File: src/rtl/core/assert_macros.svh
// Assertion macros shared by the scoreboard modules.
// Each macro takes the label, the clock and the active-low reset explicitly.
`ifndef ASSERT_MACROS_SVH
`define ASSERT_MACROS_SVH

// The consequent must hold in the same cycle as the antecedent.
`define ASSERT_IMPLY(lbl, clk_i, rstn_i, ante, cons) \
	lbl: assert property (@(posedge clk_i) disable iff (!rstn_i) (ante) |-> (cons)) \
		else $error("%m: assertion failed");

// The condition must hold at every clock edge outside reset.
`define ASSERT_ALWAYS(lbl, clk_i, rstn_i, cond) \
	`ASSERT_IMPLY(lbl, clk_i, rstn_i, 1'b1, cond)

`endif

File: src/rtl/core/fcs_pkg.sv
package fcs_pkg;

	localparam int SLOTS = 64;
	localparam int IDX_W = (SLOTS > 1) ? $clog2(SLOTS) : 1;
	localparam int CNT_W = $clog2(SLOTS + 1);

	localparam int REQ_W      = 2;
	localparam int ACTOR_W    = 16;
	localparam int OCC_W      = 32;
	localparam int KEY_W      = ACTOR_W + OCC_W;
	localparam int CASE_W     = 8;
	localparam int XFER_W     = 16;
	localparam int STATUS_W   = 3;
	localparam int SLOT_OUT_W = 6;

	localparam int S_DATA_W = 72;
	localparam int S_USER_W = 2;
	localparam int M_DATA_W = 64;
	localparam int M_USER_W = 4;

	typedef logic [REQ_W-1:0] req_t;
	localparam req_t REQ_COMMIT = 2'd0;
	localparam req_t REQ_PHYS   = 2'd1;
	localparam req_t REQ_XFER   = 2'd2;

	typedef logic [STATUS_W-1:0] status_t;
	localparam status_t ST_OK       = 3'd0;
	localparam status_t ST_DUP      = 3'd1;
	localparam status_t ST_UNKNOWN  = 3'd2;
	localparam status_t ST_PHYS     = 3'd3;
	localparam status_t ST_TOO_MANY = 3'd4;
	localparam status_t ST_FULL     = 3'd5;

	// Per-slot bookkeeping held in the record memory.
	typedef struct packed {
		logic [CASE_W-1:0] case_id;
		logic [XFER_W-1:0] expected;
		logic [XFER_W-1:0] done_count;
		logic              physical_done;
	} rec_t;

	// Commands from the controller to the datapath.
	typedef struct packed {
		logic load;
		logic match;
		logic look;
		logic exec;
	} cmd_t;

	// Status from the datapath to the controller.
	typedef struct packed {
		logic out_free;
	} sts_t;

	// Write port of the key store.
	typedef struct packed {
		logic             set;
		logic             clr;
		logic [IDX_W-1:0] idx;
		logic [KEY_W-1:0] key;
	} cam_wr_t;

endpackage

File: src/rtl/core/fcs_ctrl.sv
`include "assert_macros.svh"

module fcs_ctrl (
	input  logic          clk,
	input  logic          arst_n,
	input  logic          s_tvalid,
	output logic          s_tready,
	input  fcs_pkg::sts_t sts,
	output fcs_pkg::cmd_t cmd
);
	import fcs_pkg::*;

	localparam logic [1:0] S_IDLE  = 2'd0;
	localparam logic [1:0] S_MATCH = 2'd1;
	localparam logic [1:0] S_LOOK  = 2'd2;
	localparam logic [1:0] S_EXEC  = 2'd3;

	logic [1:0] state_q;
	logic [1:0] state_d;

	assign s_tready = (state_q == S_IDLE);

	always_comb begin
		state_d = state_q;
		cmd     = '0;
		case (state_q)
			S_IDLE: begin
				if (s_tvalid) begin
					cmd.load = 1'b1;
					state_d  = S_MATCH;
				end
			end
			S_MATCH: begin
				cmd.match = 1'b1;
				state_d   = S_LOOK;
			end
			S_LOOK: begin
				cmd.look = 1'b1;
				state_d  = S_EXEC;
			end
			S_EXEC: begin
				// Hold the update until the result register can take the beat.
				if (sts.out_free) begin
					cmd.exec = 1'b1;
					state_d  = S_IDLE;
				end
			end
			default: begin
				state_d = S_IDLE;
			end
		endcase
	end

	always_ff @(posedge clk or negedge arst_n) begin
		if (!arst_n) begin
			state_q <= S_IDLE;
		end else begin
			state_q <= state_d;
		end
	end

	`ASSERT_ALWAYS(a_cmd_onehot, clk, arst_n, $onehot0({cmd.load, cmd.match, cmd.look, cmd.exec}))
	`ASSERT_IMPLY(a_load_then_match, clk, arst_n, $past(cmd.load) && !$past(!arst_n), cmd.match)

endmodule

File: config.mk
export PLATFORM = sky130hd
export DESIGN_NAME = fcs_ctrl
export DESIGN_NICKNAME = d
export VERILOG_FILES = /design/src/rtl/core/fcs_pkg.sv /design/src/rtl/core/fcs_ctrl.sv
export VERILOG_INCLUDE_DIRS = /design/src /design/src/rtl/core
export SDC_FILE = /design/constraint.sdc
export NUM_CORES = 1
export LEC_CHECK = 0
export CAP_MARGIN = 10
export CELL_PAD_IN_SITES_DETAIL_PLACEMENT = 0
export CELL_PAD_IN_SITES_GLOBAL_PLACEMENT = 2
export CORE_AREA = 2 2 39 41
export DETAILED_ROUTE_END_ITERATION = 6
export DIE_AREA = 0 0 41 43
export DONT_BUFFER_PORTS = 1
export GPL_TIMING_DRIVEN = 0
export PLACE_DENSITY_LB_ADDON = 0.1
export SLEW_MARGIN = 10
export SYNTH_ARGS = -nofsm -noshare
export SYNTH_HDL_FRONTEND = slang
export SYNTH_SLANG_ARGS = --single-unit
File: constraint.sdc
create_clock -name clk -period 2 [get_ports clk]
set_input_delay 0.1 -clock clk [delete_from_list [all_inputs] [get_ports clk]]
set_output_delay 0.1 -clock clk [all_outputs]
set_load 0.02 [all_outputs]
==> metrics.csv <==
stage,metric,value,unit
clock_network,"Reg clk slew, reported paths",0.03,ns
clock_network,Clock Latency Late Sink,0.22,ns
power,Leakage Power,0.113,nW
die,Die ar.,1760,um2
sta,setup TNS,0,ns
critical_path,critical path required time,1.90,ns
min_path,hold crit path type,in2async,
run,Max Cap Viol,0,
layout,multi-input logic area,113,um2
sta,Worst Tran Pin Value,0.319,ns
die,Die Y,43,um
die,Rows,14,
placed_design,area post-placement,194,um2
sta,pins over their slew limit,0,
detailed_routing,total wire length,308,um
sta,final hold violations,0,
detailed_routing,Initial DRC Count,1,
sta,post-route setup slack,0.538,ns
layout,filler instances,161,
critical_path,CP Capture Point,cmd[3],
layout,final net count,29,
power,part of the power in the clock network,21.1,%
yosys,Ys Warns,0,
die,Die W,41,um
clock_network,CTS tree,built,
grt,global-route wire length before repair,607,um
placed_design,Setup Slack @ Placement,0.578,ns
power,Pwr Density,1820,nW/um2
critical_path,startpoint types,flip-flop,
critical_path,CP startpoint,state_q[0]$_DFFE_PN0P_,
die,core area,1380,um2
layout,non-filler cells in the finished layout,35,
clock_network,Max clock buf depth,2,
grt,met1 Usage GRT,6.73,%
power,Sequential Power Share,21.3,%
yosys,Mean Syn Cell Area,11.6,um2
clock_network,Root Driver,clkbuf_4,
grt,GRT Total Usage,5.42,%
layout,final core occ,16.4,%
detailed_routing,# DRC,0,
critical_path,R2R cell count,4,
yosys,Cell variety after synth,9,
detailed_routing,DR pass1 iterations,2,
detailed_routing,Via Count,109,
yosys,Synth top area share,28.8,%
placed_design,I/O Buffers,0,
sta,Final setup violation count,0,
sta,min cycle time layout,1.46,ns
layout,Antenna Cells,0,
sta,Max-slew headroom,78.7,%
layout,biggest regs,state_q x2,
layout,Layout area overhead,30.2,%
critical_path,"slowest stage delay, CP",0.40,ns
yosys,Synth area leaders,"dfrtp_1 (29%), ha_1 (29%), mux2_4 (8.6%), nor2b_4 (7.9%), inv_1 (6.5%)",
grt,GRT busiest layer,met1,
critical_path,"critical path fanouts, max",4,
grt,met2 Use GR,6.25,%
layout,final instance area,226,um2
yosys,"Net Count, Synth",23,
grt,largest net degree at the start of global routing,5,
clock_network,CTS Buf Count,3,
grt,met3 usage,5.24,%
grt,grt ovf,0,
critical_path,Critical-path top delay cell,dfrtp_1,
power,Worst IR Drop VDD,0.000558,V
layout,share of layout cells above drive strength 1,42.1,%
yosys,"flops & latches, synth",2,
critical_path,Crit Path Class,reg2out,
power,combinational power share,57.6,%
die,Ports,9,
critical_path,worst r2r dst,state_q[1]$_DFFE_PN0P_,
clock_network,Post-CTS Setup Inserts,0,
power,P_sw,172,uW
grt,antenna violations before repair,0,
detailed_routing,Vias/cell,3.11,
critical_path,crit-path cells,inv_1 > ha_1 > and2_1,
detailed_routing,wire per inst,8.80,um
sta,clock skew,0.00644,ns
yosys,cell area after synthesis,174,um2
detailed_routing,ANT nets after route,0,
power,cell internal pwr,241,uW
sta,maximum clock frequency,684,MHz
critical_path,Critical Path Sink Type,output port,
grt,via count of the first global-routing pass,134,
layout,Top reg by flops,state_q,
critical_path,Reg2Reg Launch Point,state_q[0]$_DFFE_PN0P_,
sta,RSZ-0062 raised after global routing,false,
layout,max FFs per register,2,
clock_network,H-tree levels,1,
sta,Final Cycle Share,73.1,%
die,Initial Utilization,12.6,%
yosys,cell taking the most area after synthesis,dfrtp_1,
yosys,Post-Synthesis Cells,15,
layout,register area,50.0,um2
clock_network,clk sinks,2,
placed_design,placed instance count,31,
power,sw frac,41.7,%
critical_path,reg2reg setup slack,0.57,ns
yosys,sequential area share after synthesis,28.8,%
outcome,outcome,completed,
placed_design,Placer Congestion,0.609,
critical_path,crit path DAT,1.36,ns
cell type report:
| cell class | count | share of cell area [%] |
|---|---|---|
| clock buffer | 3 | 9.94 |
| inverter | 3 | 4.97 |
| sequential | 2 | 22.1 |
| timing repair buffer | 1 | 4.42 |
| tap | 16 | 8.84 |
| multi-input combinational | 10 | 49.7 |
worst min-delay path by stage:
stage | start | to | cells after the start | slack [ns]
2_1_floorplan | arst_n | state_q[0]$_DFFE_PN0P_ | 0 | -0.20
3_3_place_gp | arst_n | state_q[1]$_DFFE_PN0P_ | 0 | -0.20
3_5_place_dp | arst_n | state_q[1]$_DFFE_PN0P_ | 0 | -0.20
4_1_cts | arst_n | state_q[0]$_DFFE_PN0P_ | 1 | 0.11
5_1_grt | arst_n | state_q[0]$_DFFE_PN0P_ | 1 | 0.11
6_report | arst_n | state_q[0]$_DFFE_PN0P_ | 1 | 0.11
placed cells by master, fill, tap and decap left out, drive strengths merged:
| cell type | instances |
|---|---|
| dfrtp | 2 |
| clkbuf | 3 |
| mux2 | 1 |
| nor2b | 1 |
| o32a | 1 |
| dlygate4sd3 | 1 |
| and2 | 2 |
| a21oi | 1 |
| ha | 4 |
| inv | 3 |
power groups by stage:
stage          clock network [mW]  registers, mW  logic (mW)
2_1_floorplan                   0         0.0820       0.214
3_3_place_gp                    0         0.0930       0.245
3_5_place_dp                    0         0.0890       0.240
4_1_cts                    0.0912         0.0885       0.244
5_1_grt                     0.101         0.0927       0.268
6_report                   0.0872         0.0879       0.238
what timing repair did:
action,in CTS,in global routing
gates resized for setup,0,0
hold buffers,1,0
hold endpoints to repair,2,0
per-layer routing:
layer / wire (um) / vias up
met4: 0 / 0
met3: 39 / 0
met2: 139 / 5
met1: 129 / 47
li1: - / 57
met5: 0 / -
cells by family (layout without fill, tap and decap cells):
logic type / after synthesis / count (layout) / synth area share [%]
buffers and inverters: 3 / 7 / 6.47
multiplexers: 1 / 1 / 8.63
flip-flops: 2 / 2 / 28.8
AND/OR/NAND/NOR: 3 / 3 / 15.8
AO/OA/AOI/OAI: 2 / 2 / 11.5
adder cells (fa/ha/maj): 4 / 4 / 28.8
critical path: cells and delay by family, from the launching register on:
family	cells	cell delay (ns)
fa+ha+maj	1	0.34
buf+inv	1	0.09
flops	1	0.40
simple gates	1	0.30
synthesized netlist by cell type, drive strengths merged:
cell type	n
dfrtp	2
and2	2
nor2b	1
ha	4
o32a	1
a21oi	1
mux2	1
inv	3
stage by stage:
stage / total power, mW / hold slack (ns)
after floorplan: 0.296 / -0.196
after global placement: 0.338 / -0.196
after detailed placement: 0.329 / -0.196
after CTS: 0.424 / 0.105
after global routing: 0.461 / 0.105
final: 0.413 / 0.108
Power figures use the tool's default switching activity.
