[config.mk]
export PLATFORM = sky130hd
export DESIGN_NAME = fcs_dp
export DESIGN_NICKNAME = d
export VERILOG_FILES = /design/src/rtl/core/fcs_pkg.sv /design/src/rtl/core/fcs_dp.sv
export VERILOG_INCLUDE_DIRS = /design/src /design/src/rtl/core
export SDC_FILE = /design/constraint.sdc
export NUM_CORES = 2
export LEC_CHECK = 0
export BUFFER_PORTS_ARGS = -buffer_cell sky130_fd_sc_hd__buf_4
export CAP_MARGIN = 20
export CORE_ASPECT_RATIO = 0.8
export CORE_MARGIN = 4
export CORE_UTILIZATION = 48
export DETAILED_ROUTE_END_ITERATION = 7
export SYNTH_ARGS = -nofsm -noshare
export SYNTH_HDL_FRONTEND = slang
export SYNTH_SLANG_ARGS = --single-unit
[constraint.sdc]
create_clock -name clk -period 11.97 [get_ports clk]
set_clock_uncertainty 0.05 [all_clocks]
set_input_delay 1.197 -clock clk [delete_from_list [all_inputs] [get_ports clk]]
set_output_delay 1.197 -clock clk [all_outputs]
set_load 0.02 [all_outputs]
[src/rtl/core/assert_macros.svh]
// Assertion macros shared by the scoreboard modules.
// Each macro takes the label, the clock and the active-low reset explicitly.
`ifndef ASSERT_MACROS_SVH
`define ASSERT_MACROS_SVH

// The consequent must hold in the same cycle as the antecedent.
`define ASSERT_IMPLY(lbl, clk_i, rstn_i, ante, cons) \
	lbl: assert property (@(posedge clk_i) disable iff (!rstn_i) (ante) |-> (cons)) \
		else $error("%m: assertion failed");

// The condition must hold at every clock edge outside reset.
`define ASSERT_ALWAYS(lbl, clk_i, rstn_i, cond) \
	`ASSERT_IMPLY(lbl, clk_i, rstn_i, 1'b1, cond)

`endif

[src/rtl/core/fcs_pkg.sv]
package fcs_pkg;

	localparam int SLOTS = 64;
	localparam int IDX_W = (SLOTS > 1) ? $clog2(SLOTS) : 1;
	localparam int CNT_W = $clog2(SLOTS + 1);

	localparam int REQ_W      = 2;
	localparam int ACTOR_W    = 16;
	localparam int OCC_W      = 32;
	localparam int KEY_W      = ACTOR_W + OCC_W;
	localparam int CASE_W     = 8;
	localparam int XFER_W     = 16;
	localparam int STATUS_W   = 3;
	localparam int SLOT_OUT_W = 6;

	localparam int S_DATA_W = 72;
	localparam int S_USER_W = 2;
	localparam int M_DATA_W = 64;
	localparam int M_USER_W = 4;

	typedef logic [REQ_W-1:0] req_t;
	localparam req_t REQ_COMMIT = 2'd0;
	localparam req_t REQ_PHYS   = 2'd1;
	localparam req_t REQ_XFER   = 2'd2;

	typedef logic [STATUS_W-1:0] status_t;
	localparam status_t ST_OK       = 3'd0;
	localparam status_t ST_DUP      = 3'd1;
	localparam status_t ST_UNKNOWN  = 3'd2;
	localparam status_t ST_PHYS     = 3'd3;
	localparam status_t ST_TOO_MANY = 3'd4;
	localparam status_t ST_FULL     = 3'd5;

	// Per-slot bookkeeping held in the record memory.
	typedef struct packed {
		logic [CASE_W-1:0] case_id;
		logic [XFER_W-1:0] expected;
		logic [XFER_W-1:0] done_count;
		logic              physical_done;
	} rec_t;

	// Commands from the controller to the datapath.
	typedef struct packed {
		logic load;
		logic match;
		logic look;
		logic exec;
	} cmd_t;

	// Status from the datapath to the controller.
	typedef struct packed {
		logic out_free;
	} sts_t;

	// Write port of the key store.
	typedef struct packed {
		logic             set;
		logic             clr;
		logic [IDX_W-1:0] idx;
		logic [KEY_W-1:0] key;
	} cam_wr_t;

endpackage

[src/rtl/core/fcs_dp.sv]
`include "assert_macros.svh"

module fcs_dp (
	input  logic                             clk,
	input  logic                             arst_n,
	input  fcs_pkg::cmd_t                    cmd,
	output fcs_pkg::sts_t                    sts,
	input  logic [fcs_pkg::S_DATA_W-1:0]     s_tdata,
	input  logic [fcs_pkg::S_USER_W-1:0]     s_tuser,
	output logic                             m_tvalid,
	input  logic                             m_tready,
	output logic [fcs_pkg::M_DATA_W-1:0]     m_tdata,
	output logic [fcs_pkg::M_USER_W-1:0]     m_tuser,
	output logic [fcs_pkg::KEY_W-1:0]        key,
	input  logic                             hit,
	input  logic [fcs_pkg::IDX_W-1:0]        hit_idx,
	output fcs_pkg::cam_wr_t                 cam_wr
);
	import fcs_pkg::*;

	// Captured request.
	req_t              req_q;
	logic [ACTOR_W-1:0] actor_q;
	logic [OCC_W-1:0]   occ_q;
	logic [CASE_W-1:0]  case_q;
	logic [XFER_W-1:0]  xfer_q;

	// Lookup results.
	logic             hit_q;
	logic [IDX_W-1:0] idx_q;
	rec_t             rec_q;
	logic [IDX_W-1:0] top_q;

	// Stores and counters.
	rec_t             rec_mem   [SLOTS];
	logic [IDX_W-1:0] stack_mem [SLOTS];
	logic [CNT_W-1:0] free_count_q;
	logic [CNT_W-1:0] used_q;
	logic [CNT_W-1:0] top_ptr;

	// Result register.
	logic                  m_tvalid_q;
	status_t               status_q;
	logic [SLOT_OUT_W-1:0] slot_q;
	logic                  retired_q;
	logic [ACTOR_W-1:0]    r_actor_q;
	logic [OCC_W-1:0]      r_occ_q;
	logic [CASE_W-1:0]     r_case_q;

	// Update decisions.
	status_t          status;
	logic [IDX_W-1:0] slot_sel;
	logic             got;
	logic             pop;
	logic             take_new;
	logic             retire;
	logic             push;
	logic             rec_we;
	rec_t             rec_wr;
	logic [XFER_W-1:0] done_inc;

	always_ff @(posedge clk) begin
		if (cmd.load) begin
			req_q   <= s_tuser[REQ_W-1:0];
			actor_q <= s_tdata[15:0];
			occ_q   <= s_tdata[47:16];
			case_q  <= s_tdata[55:48];
			xfer_q  <= s_tdata[71:56];
		end
	end

	assign key     = {occ_q, actor_q};
	assign top_ptr = free_count_q - CNT_W'(1);

	always_ff @(posedge clk) begin
		if (cmd.match) begin
			top_q <= stack_mem[top_ptr[IDX_W-1:0]];
		end
		if (cmd.exec && push) begin
			stack_mem[free_count_q[IDX_W-1:0]] <= slot_sel;
		end
	end

	always_ff @(posedge clk) begin
		if (cmd.look) begin
			hit_q <= hit;
			idx_q <= hit_idx;
			rec_q <= rec_mem[hit_idx];
		end
		if (cmd.exec && rec_we) begin
			rec_mem[slot_sel] <= rec_wr;
		end
	end

	assign done_inc = rec_q.done_count + XFER_W'(1);

	always_comb begin
		status   = ST_OK;
		slot_sel = '0;
		got      = 1'b0;
		pop      = 1'b0;
		take_new = 1'b0;
		retire   = 1'b0;
		rec_we   = 1'b0;
		rec_wr   = rec_q;
		case (req_q)
			REQ_COMMIT: begin
				if (hit_q) begin
					status   = ST_DUP;
					slot_sel = idx_q;
				end else if (free_count_q != '0) begin
					slot_sel = top_q;
					pop      = 1'b1;
					got      = 1'b1;
				end else if (used_q < CNT_W'(SLOTS)) begin
					slot_sel = used_q[IDX_W-1:0];
					take_new = 1'b1;
					got      = 1'b1;
				end else begin
					status = ST_FULL;
				end
				if (got) begin
					rec_we               = 1'b1;
					rec_wr.case_id       = case_q;
					rec_wr.expected      = xfer_q;
					rec_wr.done_count    = '0;
					rec_wr.physical_done = 1'b0;
				end
			end
			REQ_PHYS: begin
				if (!hit_q) begin
					status = ST_UNKNOWN;
				end else begin
					slot_sel = idx_q;
					if ((rec_q.case_id != case_q) || rec_q.physical_done) begin
						status = ST_PHYS;
					end else begin
						rec_we               = 1'b1;
						rec_wr.physical_done = 1'b1;
						retire               = (rec_q.done_count == rec_q.expected);
					end
				end
			end
			REQ_XFER: begin
				if (!hit_q) begin
					status = ST_UNKNOWN;
				end else begin
					slot_sel = idx_q;
					if (rec_q.done_count == rec_q.expected) begin
						status = ST_TOO_MANY;
					end else begin
						rec_we            = 1'b1;
						rec_wr.done_count = done_inc;
						retire            = rec_q.physical_done && (done_inc == rec_q.expected);
					end
				end
			end
			default: begin
			end
		endcase
	end

	assign push = retire && (free_count_q < CNT_W'(SLOTS));

	assign cam_wr.set = cmd.exec && got;
	assign cam_wr.clr = cmd.exec && retire;
	assign cam_wr.idx = slot_sel;
	assign cam_wr.key = key;

	always_ff @(posedge clk or negedge arst_n) begin
		if (!arst_n) begin
			free_count_q <= '0;
			used_q       <= '0;
		end else if (cmd.exec) begin
			if (pop) begin
				free_count_q <= free_count_q - CNT_W'(1);
			end else if (push) begin
				free_count_q <= free_count_q + CNT_W'(1);
			end
			if (take_new) begin
				used_q <= used_q + CNT_W'(1);
			end
		end
	end

	always_ff @(posedge clk or negedge arst_n) begin
		if (!arst_n) begin
			m_tvalid_q <= 1'b0;
		end else if (cmd.exec) begin
			m_tvalid_q <= 1'b1;
		end else if (m_tready) begin
			m_tvalid_q <= 1'b0;
		end
	end

	always_ff @(posedge clk) begin
		if (cmd.exec) begin
			status_q  <= status;
			slot_q    <= SLOT_OUT_W'(slot_sel);
			retired_q <= retire;
			r_actor_q <= retire ? actor_q : '0;
			r_occ_q   <= retire ? occ_q : '0;
			r_case_q  <= retire ? rec_q.case_id : '0;
		end
	end

	assign sts.out_free = !m_tvalid_q || m_tready;
	assign m_tvalid     = m_tvalid_q;
	assign m_tdata      = {2'b00, r_case_q, r_occ_q, r_actor_q, slot_q};
	assign m_tuser      = {retired_q, status_q};

	`ASSERT_ALWAYS(a_free_le_used, clk, arst_n, free_count_q <= used_q)
	`ASSERT_IMPLY(a_exec_has_room, clk, arst_n, cmd.exec, !m_tvalid_q || m_tready)
	`ASSERT_IMPLY(a_retire_ok, clk, arst_n, cmd.exec && retire, status == ST_OK)

endmodule

==> metrics.txt <==
Final Wtd Congestion just under 0.9; CTS tree yes; hold buffers post-CTS 0; global-route wire length before repair about 440000 µm; Final Cycle Share between 50% and 60%; synth warn 0; Max VDD drop about 0.00017 V; area of the multi-input gates around 27000 µm²; clock slew at the register clock pins of the worst setup and hold paths around 0.060 ns; Tmin final ~6.3 ns; Synth Instances 5145; Clock Path Buffers 4; FF-to-FF setup slack roughly 6.5 ns; GR Overflow Total 0; M1 WL 130300 µm; ys flop type edfxtp_1; cell-internal power 0.01947 W; Via Count about 58000; Critical Path End cam_wr[54]; worst reg2reg endpoint rec_mem[61][34]; vias in the first global route 57759; core area 256500 µm²; DR pass1 iterations 5; post-CTS sizing 0; nets ~5700; Post-Place Cells ~8700; power per cell area ~180 nW/µm²; vias per cell around 6.2; Die X about 580 µm; ys async rst share less than 1%; combinational power share a little over a tenth; TritonCTS buffer count 319; Hold Vio Cnt, Final 0; Distinct cells, synth 64; kind of start point of the critical path flop; switching share of power 23.24%; top cells by area, synth edfxtp_1 (78%), mux4_2 (18%), clkbuf_1 (0.50%); Flop pwr share a little over 50%; Finish-stage setup viols 0; Worst-Skew Late Latency 0.86 ns; Post-CTS Setup Repair Bufs 0; reg2reg path depth 10; Seq/Total Area, Yosys 77.80%; row count 166; Top delay family on crit path compound AO/OA/AOI/OAI gates; Tightest Hold Check Type in2async; CTS root buffer clkbuf_16; Synth area leader edfxtp_1; Vert. Die Dim about 460 µm; crit-path max FO 66; crit path cell chain nand2_1 > nor3_4 > a2111oi_0 > a2111oi_0 > nand4_1 > a221o_4 > inv_1 > buf_4 > and2_1 > buf_4; Finished Layout Cells approximately 9300; max-slew violation count 0; Max-slew headroom a little under a quarter; cell area after synthesis ~120000 µm²; top cell type's share of synthesized area 77.50%; most common cell after layout, fill and taps aside edfxtp_1; RSZ-0062 raised after global routing no; max cap viols 0; Crit. Startpoint rec_q[6]; FF+latch area about 97000 µm²; status finished, final reports clean; CP Depth 10; Area Growth Syn to Fin 13.85%; DR iter-0 viols 7910; Critical-path top delay cell edfxtp_1; #FFs+latches synth around 3200; Final ANT Viol Nets 0; die area between 200000 and 300000 µm²; H-tree Lvls 5; Num Clock Sinks 3217; I/O pin total 262; initial antenna violation count 26; Net Sw Power approximately 0.0059 W; Worst EP required roughly 11 ns; top routing layer in use met5; crit end category output pin; Worst Path Arrival about 5 ns; Clock power frac between 30% and 40%; WL per Instance about 33 µm; P_leak 44.15 nW; Critical Path Max Stage Delay 0.73 ns; commonest non-fill, non-tap cells in the layout edfxtp_1 (3202), mux4_2 (974), buf_4 (420); worst-margin pin slew approximately 1.1 ns; drt total wl approximately 310000 µm; worst path bufs/invs 3; Fmax 0.1579 GHz; DRC viols 0; layout cell share with drive strength beyond 1 34.38%; hpwl dp between 150000 and 200000 µm; Initial Util 48.37%; crit path kind reg2out; syn avg cell area between 20 and 25 µm²; r2r startpoint free_count_q[0]; GRT Resource Usage Total ~23%; met3 WL about 37000 µm; # fillers 18936; metal2 WL 136600 µm; port buffer count ~260; largest net degree at the start of global routing 146; setup tns final 0 ns; Post-synth EDFFs between 3000 and 4000
kinds of logic after synthesis:
kind of cell	count (synthesis)	synth area share, %
adders and majority gates	8	0.08068
and+or+nand+nor	386	1.721
xor gates and xnor gates	59	0.4276
AOI/OAI and AO/OA	93	0.5234
DFF	3217	77.80
muxes	1029	18.16
other	1	0.003023
buffers and inverters	352	1.278
sequential cells by signal (all words and copies together) (netlist names):
signal and flops:
rec_mem 2624, stack_mem 384, rec_q 41, occ_q 32, r_occ_q 32, actor_q 16
r_actor_q 16, xfer_q 16, case_q 8, r_case_q 8, free_count_q 7, used_q 7
idx_q 6, slot_q 6, top_q 6, status_q 3, req_q 2, hit_q 1
m_tvalid 1, retired_q 1
cell usage after synthesis, types with 13 or more instances:
cell type	n
nand3_1	22
buf_2	25
nor2_1	70
inv_1	17
buf_1	83
mux2i_1	17
and2_1	62
dfrtp_1	15
mux4_2	974
xnor2_1	47
edfxtp_1	3202
nand4_1	18
a22o_1	13
nand2_1	57
nor3_1	40
o21ai_0	27
nor4_1	62
buf_4	57
clkbuf_1	165
mux2_2	38
through the flow:
| stage | hold WS [ns] | cell area [µm²] | worst slack (ns) | total power (W) | utilization (%) |
|---|---|---|---|---|---|
| floorplan | 0.4137 | 124100 | 3.101 | 0.01482 | - |
| global placement | 0.4518 | 130900 | 5.984 | 0.01589 | 51.04 |
| detailed placement | 0.4750 | 131100 | 6.245 | 0.01592 | 51.11 |
| CTS | 0.1329 | 141000 | 5.669 | 0.02553 | 54.97 |
| global route | 0.1556 | 141200 | 5.375 | 0.02621 | 55.06 |
| finish | 0.1862 | 141200 | 5.638 | 0.02536 | 55.06 |
power by group through the flow:
| stage | combinational [W] | clock (W) | sequential [W] |
|---|---|---|---|
| after floorplan | 0.00172 | 0 | 0.0131 |
| after global placement | 0.00271 | 0 | 0.0132 |
| after detailed placement | 0.00274 | 0 | 0.0132 |
| after CTS | 0.00275 | 0.00984 | 0.0129 |
| after global routing | 0.00296 | 0.0103 | 0.0129 |
| final | 0.00279 | 0.00966 | 0.0129 |
how the worst min path moves through the flow:
stage / end / slack [ns] / depth (start not counted)
global route: used_q[4] / 0.16 / 1
detailed placement: m_tvalid / 0.47 / 2
floorplan: used_q[5] / 0.41 / 1
CTS: used_q[4] / 0.13 / 1
finish: used_q[4] / 0.19 / 1
global placement: m_tvalid / 0.45 / 2
layout make-up:
class | instances | area share (%)
clock inverter | 153 | 0.9195
multi-input combinational | 1577 | 18.85
timing repair buffer | 467 | 2.668
clock buffer | 409 | 6.102
antenna | 12 | 0.02126
tap | 3444 | 3.051
inverter | 17 | 0.04518
sequential | 3217 | 68.34
per-layer routing:
layer | up-vias | track usage (%)
li1 | 23075 | -
met2 | 2947 | 32.74
met4 | 6 | 5.206
met5 | - | 0.5560
met3 | 452 | 7.769
met1 | 31305 | 35.13
Power figures use the tool's default switching activity.
